**src/sv/pca_pkg.sv**
```systemverilog
// Package for the periodic calendar alarm: field widths, period mode codes,
// register indexes and the structs passed between the alarm modules.
// No dependencies.
package pca_pkg;

  localparam int unsigned YEAR_W    = 14;
  localparam int unsigned MONTH_W   = 4;
  localparam int unsigned DAY_W     = 5;
  localparam int unsigned HOUR_W    = 5;
  localparam int unsigned MINUTE_W  = 6;
  localparam int unsigned SECOND_W  = 6;
  localparam int unsigned WEEKDAY_W = 3;
  localparam int unsigned YEARDAY_W = 9;

  localparam int unsigned MODE_W    = 3;
  localparam int unsigned OFFSET_W  = 25;
  localparam int unsigned CFG_IDX_W = 1;
  localparam int unsigned CFG_DATA_W = OFFSET_W;

  // Largest elapsed count: 511 days + 31 h 63 min 63 s fits in 26 bits.
  localparam int unsigned ELAPSED_W = 26;

  localparam int unsigned SECS_MIN  = 60;
  localparam int unsigned SECS_HOUR = 3600;
  localparam int unsigned SECS_DAY  = 86400;

  localparam int unsigned FIRST_WINDOW_SECONDS_DEF = 10;

  localparam logic [MODE_W-1:0] MODE_HOURLY  = 3'd0;
  localparam logic [MODE_W-1:0] MODE_DAILY   = 3'd1;
  localparam logic [MODE_W-1:0] MODE_WEEKLY  = 3'd2;
  localparam logic [MODE_W-1:0] MODE_MONTHLY = 3'd3;
  localparam logic [MODE_W-1:0] MODE_YEARLY  = 3'd4;
  localparam logic [MODE_W-1:0] MODE_RESET   = MODE_DAILY;

  localparam logic [CFG_IDX_W-1:0] REG_PERIOD_MODE    = 1'd0;
  localparam logic [CFG_IDX_W-1:0] REG_OFFSET_SECONDS = 1'd1;

  typedef struct packed {
    logic [YEAR_W-1:0]    year;
    logic [MONTH_W-1:0]   month;
    logic [DAY_W-1:0]     day;
    logic [HOUR_W-1:0]    hour;
    logic [MINUTE_W-1:0]  minute;
    logic [SECOND_W-1:0]  second;
    logic [WEEKDAY_W-1:0] weekday;
    logic [YEARDAY_W-1:0] yearday;
  } tick_t;

  // Calendar keys stored at the last firing.
  typedef struct packed {
    logic [YEAR_W-1:0]    year;
    logic [MONTH_W-1:0]   month;
    logic [DAY_W-1:0]     day;
    logic [HOUR_W-1:0]    hour;
    logic [WEEKDAY_W-1:0] weekday;
  } keys_t;

  typedef struct packed {
    logic                 have;
    logic [ELAPSED_W-1:0] secs;
  } elapsed_t;

endpackage

```
**src/sv/periodic_calendar_alarm.sv**
```systemverilog
// periodic_calendar_alarm: one fire beat per calendar tick beat.
// Path: an accepted tick is held in the input register, then its fire result moves to
// the result register; a stall on the result channel holds the tick in the input register.
// Throughput: one tick per cycle while the result channel does not stall; the fire
// decision and the key update close between the input register and the result register.
// Reset (synchronous, rst_n low): pipeline empty, never fired, mode daily, offset 0.
module periodic_calendar_alarm #(
  parameter int unsigned FIRST_WINDOW_SECONDS = pca_pkg::FIRST_WINDOW_SECONDS_DEF
) (
  input  logic                               clk,
  input  logic                               rst_n,
  // tick channel
  input  logic                               in_valid,
  output logic                               in_stall,
  input  logic [pca_pkg::YEAR_W-1:0]         in_now_year,
  input  logic [pca_pkg::MONTH_W-1:0]        in_now_month,
  input  logic [pca_pkg::DAY_W-1:0]          in_now_day,
  input  logic [pca_pkg::HOUR_W-1:0]         in_now_hour,
  input  logic [pca_pkg::MINUTE_W-1:0]       in_now_minute,
  input  logic [pca_pkg::SECOND_W-1:0]       in_now_second,
  input  logic [pca_pkg::WEEKDAY_W-1:0]      in_now_weekday,
  input  logic [pca_pkg::YEARDAY_W-1:0]      in_now_yearday,
  // result channel
  output logic                               out_valid,
  input  logic                               out_stall,
  output logic                               out_fire,
  // configuration write channel
  input  logic                               cfg_valid,
  output logic                               cfg_ready,
  input  logic [pca_pkg::CFG_IDX_W-1:0]      cfg_index,
  input  logic [pca_pkg::CFG_DATA_W-1:0]     cfg_data
);
  import pca_pkg::*;

  // Configuration registers.
  logic [MODE_W-1:0]   period_mode_r;
  logic [OFFSET_W-1:0] offset_seconds_r;

  // Input register stage.
  logic  s1_valid_r;
  logic  s1_valid_nxt;
  tick_t tick_r;

  // Result register stage.
  logic out_valid_r;
  logic out_valid_nxt;
  logic out_fire_r;

  logic      in_accept;
  logic      s1_adv;
  logic      fire;
  logic      fired_before;
  keys_t     last;
  keys_t     cur;
  elapsed_t  elapsed;

  // Writes are taken at any time; the user only writes while idle.
  assign cfg_ready = 1'b1;

  always_ff @(posedge clk) begin
    if (!rst_n) begin
      period_mode_r    <= MODE_RESET;
      offset_seconds_r <= '0;
    end else if (cfg_valid && cfg_ready) begin
      case (cfg_index)
        REG_PERIOD_MODE:    period_mode_r    <= cfg_data[MODE_W-1:0];
        REG_OFFSET_SECONDS: offset_seconds_r <= cfg_data[OFFSET_W-1:0];
        default: ;
      endcase
    end
  end

  // Advance the held tick whenever the result register is free or draining;
  // stall the tick channel only when the held tick cannot move.
  assign s1_adv    = s1_valid_r && (!out_valid_r || !out_stall);
  assign in_stall  = s1_valid_r && !s1_adv;
  assign in_accept = in_valid && !in_stall;

  assign s1_valid_nxt  = in_accept || (s1_valid_r && !s1_adv);
  assign out_valid_nxt = s1_adv || (out_valid_r && out_stall);

  always_ff @(posedge clk) begin
    if (!rst_n) begin
      s1_valid_r  <= 1'b0;
      out_valid_r <= 1'b0;
    end else begin
      s1_valid_r  <= s1_valid_nxt;
      out_valid_r <= out_valid_nxt;
    end
  end

  // Payload registers: load on accept / advance, hold otherwise.
  always_ff @(posedge clk) begin
    if (in_accept) begin
      tick_r.year    <= in_now_year;
      tick_r.month   <= in_now_month;
      tick_r.day     <= in_now_day;
      tick_r.hour    <= in_now_hour;
      tick_r.minute  <= in_now_minute;
      tick_r.second  <= in_now_second;
      tick_r.weekday <= in_now_weekday;
      tick_r.yearday <= in_now_yearday;
    end
    if (s1_adv) begin
      out_fire_r <= fire;
    end
  end

  assign cur.year    = tick_r.year;
  assign cur.month   = tick_r.month;
  assign cur.day     = tick_r.day;
  assign cur.hour    = tick_r.hour;
  assign cur.weekday = tick_r.weekday;

  pca_elapsed u_elapsed (
    .tick         (tick_r),
    .period_mode  (period_mode_r),
    .fired_before (fired_before),
    .last         (last),
    .elapsed      (elapsed)
  );

  // History updates on the same edge the tick moves to the result register,
  // so the next held tick already sees it.
  pca_alarm_state #(
    .FIRST_WINDOW_SECONDS (FIRST_WINDOW_SECONDS)
  ) u_state (
    .clk            (clk),
    .rst_n          (rst_n),
    .advance        (s1_adv),
    .elapsed        (elapsed),
    .offset_seconds (offset_seconds_r),
    .cur            (cur),
    .fire           (fire),
    .fired_before   (fired_before),
    .last           (last)
  );

  assign out_valid = out_valid_r;
  assign out_fire  = out_fire_r;

  // A firing beat leaves the history marked as fired.
  a_fire_sets_history: assert property (@(posedge clk) disable iff (!rst_n)
    s1_adv && fire |=> fired_before)
    else $error("history not marked after firing");

  // The tick channel stalls only while a tick is held and blocked.
  a_stall_needs_held: assert property (@(posedge clk) disable iff (!rst_n)
    in_stall |-> s1_valid_r && out_valid_r && out_stall)
    else $error("tick channel stalled without a blocked tick");

  // An unused period mode never produces a fire beat.
  a_bad_mode_quiet: assert property (@(posedge clk) disable iff (!rst_n)
    s1_adv && (period_mode_r > MODE_YEARLY) |=> !out_fire_r)
    else $error("fire with unused period mode");

  // Fired history never clears outside reset.
  a_history_sticky: assert property (@(posedge clk) disable iff (!rst_n)
    fired_before |=> fired_before)
    else $error("fired history lost");

endmodule

```
**src/sv/pca_elapsed.sv**
```systemverilog
// Elapsed-seconds unit of the periodic calendar alarm: picks the period key,
// checks it against the stored keys and forms the count. Uses pca_pkg.
module pca_elapsed (
  input  pca_pkg::tick_t                    tick,
  input  logic [pca_pkg::MODE_W-1:0]        period_mode,
  input  logic                              fired_before,
  input  pca_pkg::keys_t                    last,
  output pca_pkg::elapsed_t                 elapsed
);
  import pca_pkg::*;

  logic [ELAPSED_W-1:0] in_hour;
  logic [ELAPSED_W-1:0] in_day;
  logic [ELAPSED_W-1:0] day_base;

  assign in_hour = ELAPSED_W'(tick.minute) * ELAPSED_W'(SECS_MIN) + ELAPSED_W'(tick.second);
  assign in_day  = ELAPSED_W'(tick.hour) * ELAPSED_W'(SECS_HOUR) + in_hour;

  // Day term per mode; fields taken as decoded, no rebasing.
  always_comb begin
    case (period_mode)
      MODE_WEEKLY:  day_base = ELAPSED_W'(tick.weekday) * ELAPSED_W'(SECS_DAY);
      MODE_MONTHLY: day_base = ELAPSED_W'(tick.day) * ELAPSED_W'(SECS_DAY);
      MODE_YEARLY:  day_base = ELAPSED_W'(tick.yearday) * ELAPSED_W'(SECS_DAY);
      default:      day_base = '0;
    endcase
  end

  always_comb begin
    elapsed.secs = day_base + in_day;
    case (period_mode)
      MODE_HOURLY: begin
        elapsed.have = !fired_before || (tick.hour != last.hour);
        elapsed.secs = in_hour;
      end
      MODE_DAILY:   elapsed.have = !fired_before || (tick.day != last.day);
      MODE_WEEKLY:  elapsed.have = !fired_before || (tick.weekday != last.weekday);
      MODE_MONTHLY: elapsed.have = !fired_before || (tick.month != last.month);
      MODE_YEARLY:  elapsed.have = !fired_before || (tick.year != last.year);
      default:      elapsed.have = 1'b0;
    endcase
  end

endmodule

```
**src/sv/pca_alarm_state.sv**
```systemverilog
// Fire decision and firing history of the periodic calendar alarm.
// Uses pca_pkg; fed by pca_elapsed.
module pca_alarm_state #(
  parameter int unsigned FIRST_WINDOW_SECONDS = pca_pkg::FIRST_WINDOW_SECONDS_DEF
) (
  input  logic                              clk,
  input  logic                              rst_n,
  input  logic                              advance,
  input  pca_pkg::elapsed_t                 elapsed,
  input  logic [pca_pkg::OFFSET_W-1:0]      offset_seconds,
  input  pca_pkg::keys_t                    cur,
  output logic                              fire,
  output logic                              fired_before,
  output pca_pkg::keys_t                    last
);
  import pca_pkg::*;

  logic                 fired_before_r;
  keys_t                last_r;
  logic [ELAPSED_W-1:0] lo;
  logic [ELAPSED_W-1:0] hi;
  logic                 reached;

  assign lo      = ELAPSED_W'(offset_seconds);
  assign hi      = lo + ELAPSED_W'(FIRST_WINDOW_SECONDS);
  assign reached = elapsed.secs >= lo;

  // Before the first firing only a short window after the offset counts.
  assign fire = elapsed.have && reached && (fired_before_r || (elapsed.secs <= hi));

  always_ff @(posedge clk) begin
    if (!rst_n) begin
      fired_before_r <= 1'b0;
    end else if (advance && fire) begin
      fired_before_r <= 1'b1;
    end
  end

  // Keys hold no reset: read only once a firing has written them.
  always_ff @(posedge clk) begin
    if (advance && fire) begin
      last_r <= cur;
    end
  end

  assign fired_before = fired_before_r;
  assign last         = last_r;

endmodule
```
**config.mk**
```make
export PLATFORM = sky130hd
export DESIGN_NAME = periodic_calendar_alarm
export DESIGN_NICKNAME = d
export VERILOG_FILES = /design/src/sv/pca_pkg.sv /design/src/sv/periodic_calendar_alarm.sv /design/src/sv/pca_elapsed.sv /design/src/sv/pca_alarm_state.sv
export SDC_FILE = /design/constraint.sdc
export NUM_CORES = 1
export LEC_CHECK = 0
export ABC_AREA = 1
export BUFFER_PORTS_ARGS = -buffer_cell sky130_fd_sc_hd__buf_2
export CAP_MARGIN = 30
export CORE_MARGIN = 2
export CORE_UTILIZATION = 25
export DETAILED_ROUTE_END_ITERATION = 12
export PLACE_DENSITY = 0.49
export RECOVER_POWER = 100
export SYNTH_ARGS = -nofsm -noshare
export SYNTH_HDL_FRONTEND = slang
export SYNTH_HIERARCHICAL = 1
export SYNTH_SLANG_ARGS = --single-unit
```
**constraint.sdc**
```tcl
create_clock -name clk -period 8.9 [get_ports clk]
set_clock_uncertainty 0.05 [all_clocks]
set_input_delay 0.89 -clock clk [delete_from_list [all_inputs] [get_ports clk]]
set_output_delay 0.89 -clock clk [all_outputs]
set_load 0.05 [all_outputs]
```
==> run summary, run 1 <==
Total number of vias - 9194
Metal2 WL - 13000 um
Max stage delay on crit path - 0.54 ns
Met3 Wirelength - 973 um
Top achievable clock speed - 125 MHz
Leak - 6.18 nW
Met1 Wirelength - 13000 um
WP data required - 8.93 ns
Total Wirelength - 27300 um
Worst reg2reg setup slack - 0.91 ns
Synth Instances - 1410
Arr. time, crit path - 8.02 ns
Top cells by area, synth - edfxtp_1 22%, ha_1 21%, nand2_1 9.7%
Hold Slack - 0.399 ns
Largest net degree at the start of global routing - 53
Endpoints failing setup - 0
Layout area overhead - 14.3%
Worst slew pin tran - 3.32 ns
Vias in the first global route - 9080
Fraction of layout instances using a drive strength above 1 - 0.121
Top cell type's share of synthesized area - 0.222
Total nets after synthesis - 1712
Longest Clk Path Bufs - 2
Hold WC Path Type - reg -> reg
Post-synth cell types - 54
Post-DP HPWL - 22300 um
Die width - 217 um
First DRT Iteration DRCs - 364
Worst skew pair latency - 0.44 ns
Sink Count - 115
Global Route Usage Sum - 0.121
IO Count - 87
Crit Path Class - reg -> reg
Crit path max fanout - 31
Outcome - finished with violations
Vias/cell - 4.35
Setup tns final - 0 ns
Crit path top cell by count - nand2_1
RSZ-0062 raised after global routing - false
Crit. End Element - flop
Yosys top cell by area - edfxtp_1
Ant diodes - 0
Relative slew margins - -1.21
Startpoint class of the critical path - flop
Slowest-stage cell, CP - fa_1
PwrDens - 225 nW/um2
Seq cells post-synth - 115
Num CTS Buffers - 17
Max_cap viols - 1
Failing checks - capacitance limit, slew limit
I/O Buffers - 85
Die area - 47300 um2
Post-CTS sizing - 0
Final hold vios - 0
DR WL/cell - 12.9 um
Count of final max-slew check failures - 53
# rows - 78
Starting Density - 0.252
Register area share after synthesis - 0.276
Drt first pass iters - 7
CTS root buffer - clkbuf_16
CTS tree - done
Final ANT Viol Nets - 0
Post-synth EDFFs - 84
# DRC - 0
Post-synth top flop - edfxtp_1
Die height - 217 um
Part of the cycle the worst path needs - 0.898
Post-synth ARST share - 0
Post-synthesis cell area - 11400 um2
Grt total ovfl - 0
Initial antenna violation count - 0
DR top layer - met4
Post-CTS setup repair buffer count - 0
Most frequent cells after synthesis - 293 x nand2_1, 237 x inv_1, 188 x ha_1
CTS H-tree lvls - 4
Tmin final - 7.99 ns
Synthesized area per cell - 8.07 um2
Hold_buf cts - 0
GP Congestion - 0.847
Synth warn - 6
Worst-path clk slew - 0.06 ns
Count leader, synth - nand2_1
First-pass GRT wire length - 45200 um
Core Region - 45200 um2
Final #Nets - 1803
Peak supply drop - 129 uV
## metrics by stage
stage               setup slack [ns]  utilization  total power, mW  area (um2)  cells
finish                         0.910        0.288             2.92       13000   2114
global placement                1.16        0.276             2.26       12500   2082
floorplan                       1.42            -             1.93       11400   1410
detailed placement              1.05        0.276             2.28       12500   2082
CTS                             1.02        0.288             2.97       13000   2114
global route                   0.188        0.288             3.26       13000   2114
## cells by family (layout without fill, tap and decap cells)
family,Yosys count,after routing,synth area share
adders and majority gates,219,219,0.261
xor gates and xnor gates,75,75,0.0577
and+or+nand+nor,585,585,0.236
DFF,115,115,0.276
buffers and inverters,263,367,0.0912
other,1,1,0.000329
AOI/OAI and AO/OA,152,152,0.0778
## layer usage
metal / vias to the layer above / global-route usage
met2: 146 / 0.209
met4: 0 / 0.0290
li1: 4807 / -
met5: - / 0
met3: 20 / 0.0246
met1: 4221 / 0.155
## worst max-delay path, delay by kind of cell, from the launching register on
kind | cells | cell delay [ns]
adders and majority gates | 7 | 2.84
AOI/OAI and AO/OA | 10 | 1.73
and+or+nand+nor | 15 | 1.25
buffers and inverters | 6 | 0.75
xor gates and xnor gates | 3 | 0.54
DFF | 1 | 0.43
## registers in the layout, indices dropped and copies added, names as in the netlist
name,cells
u_state/last,31
offset_seconds_r,25
period_mode_r,3
s1_valid_r,1
tick_r,21
cur,31
out_fire,1
u_state/fired_before,1
out_valid,1
## power breakdown
group	total, mW	switching, mW	internal [mW]	leakage (nW)
combinational	1.60	0.976	0.627	4.86
clock	0.661	0.276	0.385	0.262
sequential	0.660	0.0352	0.625	1.05
total	2.92	1.29	1.64	6.18
## layout make-up
cell class	instances	area, um2
multi-input cells	1032	7200
clock buffers	18	429
flip-flops and latches	115	3140
fillers	4834	32200
clock inverters	14	126
well taps	600	751
inverters	247	927
repair buffers	88	435
## cell usage in the layout, fill, tap and decap left out, types with 4 or more instances in the layout
cell type,n
a21o_1,6
nor2_1,91
nor2_2,5
o21ai_0,20
nor2_4,9
xor2_1,57
clkbuf_1,9
nand3_1,92
fa_1,31
edfxtp_1,84
nand2_2,20
nor3_1,16
o21a_1,4
a31oi_1,4
buf_2,78
inv_2,9
o221ai_1,4
o21bai_1,5
clkinvlp_4,4
clkbuf_16,17
xnor2_1,18
inv_1,237
or2_2,14
ha_1,188
dfxtp_1,31
nand2_1,293
inv_6,5
nand4_1,24
a21oi_1,87
## worst paths after layout
path | start | end | depth (start not counted)
setup / recovery | tick_r[18]$_DFFE_PP_ | u_state/last[27]$_DFFE_PP_ | 41
hold / removal | cur[15]$_DFFE_PP_ | u_state/last[15]$_DFFE_PP_ | 0
setup reg to reg | tick_r[18]$_DFFE_PP_ | u_state/last[27]$_DFFE_PP_ | 41
hold reg to reg | cur[15]$_DFFE_PP_ | u_state/last[15]$_DFFE_PP_ | 0
No activity file was read; power rests on OpenSTA's default activity.
==> run 2: changes to the inputs <==
--- a/config.mk
+++ b/config.mk
@@ -6,7 +6,7 @@
 export NUM_CORES = 1
 export LEC_CHECK = 0
 export ABC_AREA = 1
-export BUFFER_PORTS_ARGS = -buffer_cell sky130_fd_sc_hd__buf_2
+export BUFFER_PORTS_ARGS = -buffer_cell sky130_fd_sc_hd__buf_4
 export CAP_MARGIN = 30
 export CORE_MARGIN = 2
 export CORE_UTILIZATION = 25
==> constraint.sdc (replaced) <==
create_clock -name clk -period 7.6 [get_ports clk]
set_clock_uncertainty 0.05 [all_clocks]
set_input_delay 0.76 -clock clk [delete_from_list [all_inputs] [get_ports clk]]
set_output_delay 0.76 -clock clk [all_outputs]
set_load 0.05 [all_outputs]
==> run summary, run 2 (synthesis gave the netlist of run 1 again) <==
# rows - 78
Max_cap viols - 1
Crit path max fanout - 8
# DRC - 0
Relative slew margins - -1.19
I/O Buffers - 85
CTS root buffer - clkbuf_16
Worst slew pin tran - 3.29 ns
Commonest non-fill, non-tap cell in the layout - nand2_1
Die width - 217 um
First-pass GRT wire length - 45200 um
Drt first pass iters - 6
Sink Count - 115
Max stage delay on crit path - 0.56 ns
Int Pwr - 2.12 mW
Crit. End Element - flop
Num CTS Buffers - 17
Grt total ovfl - 0
RSZ-0062 raised after global routing - true
Place WS - -0.0470 ns
Part of the cycle the worst path needs - 0.977
Failing checks - capacitance limit, slew limit
Fraction of layout instances using a drive strength above 1 - 0.175
Core Util, Final - 0.306
Leak - 6.43 nW
Tot Pwr - 3.74 mW
Post-DP HPWL - 22300 um
CTS tree - done
Logic pwr share - 0.577
Layout area overhead - 21.6%
Final ANT Viol Nets - 0
WP data required - 7.75 ns
Top achievable clock speed - 135 MHz
Final #Nets - 1828
Worst skew pair latency - 0.44 ns
Vias/cell - 4.32
Outcome - finished with violations
Tmin final - 7.43 ns
Worst-path clk slew - 0.06 ns
Switch Pwr - 1.62 mW
Peak supply drop - 143 uV
Final worst slack - 0.175 ns
Core Region - 45200 um2
Die area - 47300 um2
Hold_buf cts - 0
Slowest-stage cell, CP - fa_1
Total Wirelength - 28100 um
IO Count - 87
Crit Path Class - reg -> reg
CTS H-tree lvls - 4
Initial antenna violation count - 0
Starting Density - 0.252
Endpoints failing setup - 0
Area of the multi-input gates - 7560 um2
Register share of total power - 0.206
Clock power frac - 0.217
Startpoint class of the critical path - flop
DR WL/cell - 13.1 um
Vias in the first global route - 8960
Arr. time, crit path - 7.57 ns
Largest net degree at the start of global routing - 53
GP Congestion - 0.864
Hold Slack - 0.397 ns
Count of final max-slew check failures - 54
PwrDens - 270 nW/um2
Fillers - 4794
Final hold vios - 0
Sw Ratio - 0.434
First DRT Iteration DRCs - 347
Global Route Usage Sum - 0.121
Storage element area - 3140 um2
Commonest cells after routing, fill and taps aside - 283 x nand2_1, 228 x inv_1, 174 x ha_1, 89 x nand3_1, 88 x nor2_1
Longest Clk Path Bufs - 2
Die height - 217 um
Total number of vias - 9233
Hold WC Path Type - reg -> reg
==> run 2: cell count changes in the layout (fill, tap and decap cells not counted), sizes merged <==
cell      before  now
buf           79   53
diode          0    1
clkinvlp       4    3
bufinv         1    2
clkbuf        27   78
clkinv         5    4
==> run 2: metrics by stage <==
step           instance area, um2  setup TNS, ns  std cells
6_report                    13800              0       2139
5_1_grt                     13800          -8.80       2138
4_1_cts                     13400              0       2123
3_5_place_dp                12700          -1.33       2087
3_3_place_gp                12700              0       2087
2_1_floorplan               11400              0       1410
==> run 2: area by class of cell <==
cell class | instances | share of cell area
Multi-Input combinational cell | 1032 | 0.546
Sequential cell | 115 | 0.227
Inverter | 247 | 0.0670
Timing Repair Buffer | 113 | 0.0642
Tap cell | 600 | 0.0542
Clock buffer | 18 | 0.0310
Clock inverter | 13 | 0.0108
Antenna cell | 1 | 0.000181
==> run 2: worst max-delay path, delay by kind of cell (launching register included) <==
kind                       cells  cell delay [ns]
xor gates and xnor gates       3             0.50
AOI/OAI and AO/OA              8             1.22
buffers and inverters          6             0.53
DFF                            1             0.42
adders and majority gates      7             2.86
and+or+nand+nor               18             1.61
==> run 2: final timing paths <==
check / endpoint / slack [ns] / cells past startpoint / from
max reg2reg: u_state/last[27]$_DFFE_PP_ / 0.17 / 42 / tick_r[18]$_DFFE_PP_
min: u_state/last[15]$_DFFE_PP_ / 0.40 / 0 / cur[15]$_DFFE_PP_
max: u_state/last[27]$_DFFE_PP_ / 0.17 / 42 / tick_r[18]$_DFFE_PP_
min reg2reg: u_state/last[15]$_DFFE_PP_ / 0.40 / 0 / cur[15]$_DFFE_PP_
==> run 2: routing by layer <==
metal	wire length [um]	part of all wire	track usage	up-vias
li1	-	-	-	4870
met2	13700	0.49	0.210	128
met4	206	0.0073	0.0258	0
met5	0	0	0	-
met1	13300	0.47	0.156	4222
met3	860	0.031	0.0222	13
==> run 2: what timing repair did <==
action	in CTS	in global routing
pin swaps	7	51
gates resized for setup	11	66
buffers inserted	4	14
setup endpoints to repair	31	33
gates cloned	1	1
==> run 2: power by group through the flow <==
stage,sequential (mW),clock [mW],combinational [mW]
2_1_floorplan,0.776,0,1.48
3_3_place_gp,0.785,0,1.90
3_5_place_dp,0.785,0,1.92
4_1_cts,0.772,0.842,1.99
5_1_grt,0.779,0.867,2.48
6_report,0.772,0.811,2.16
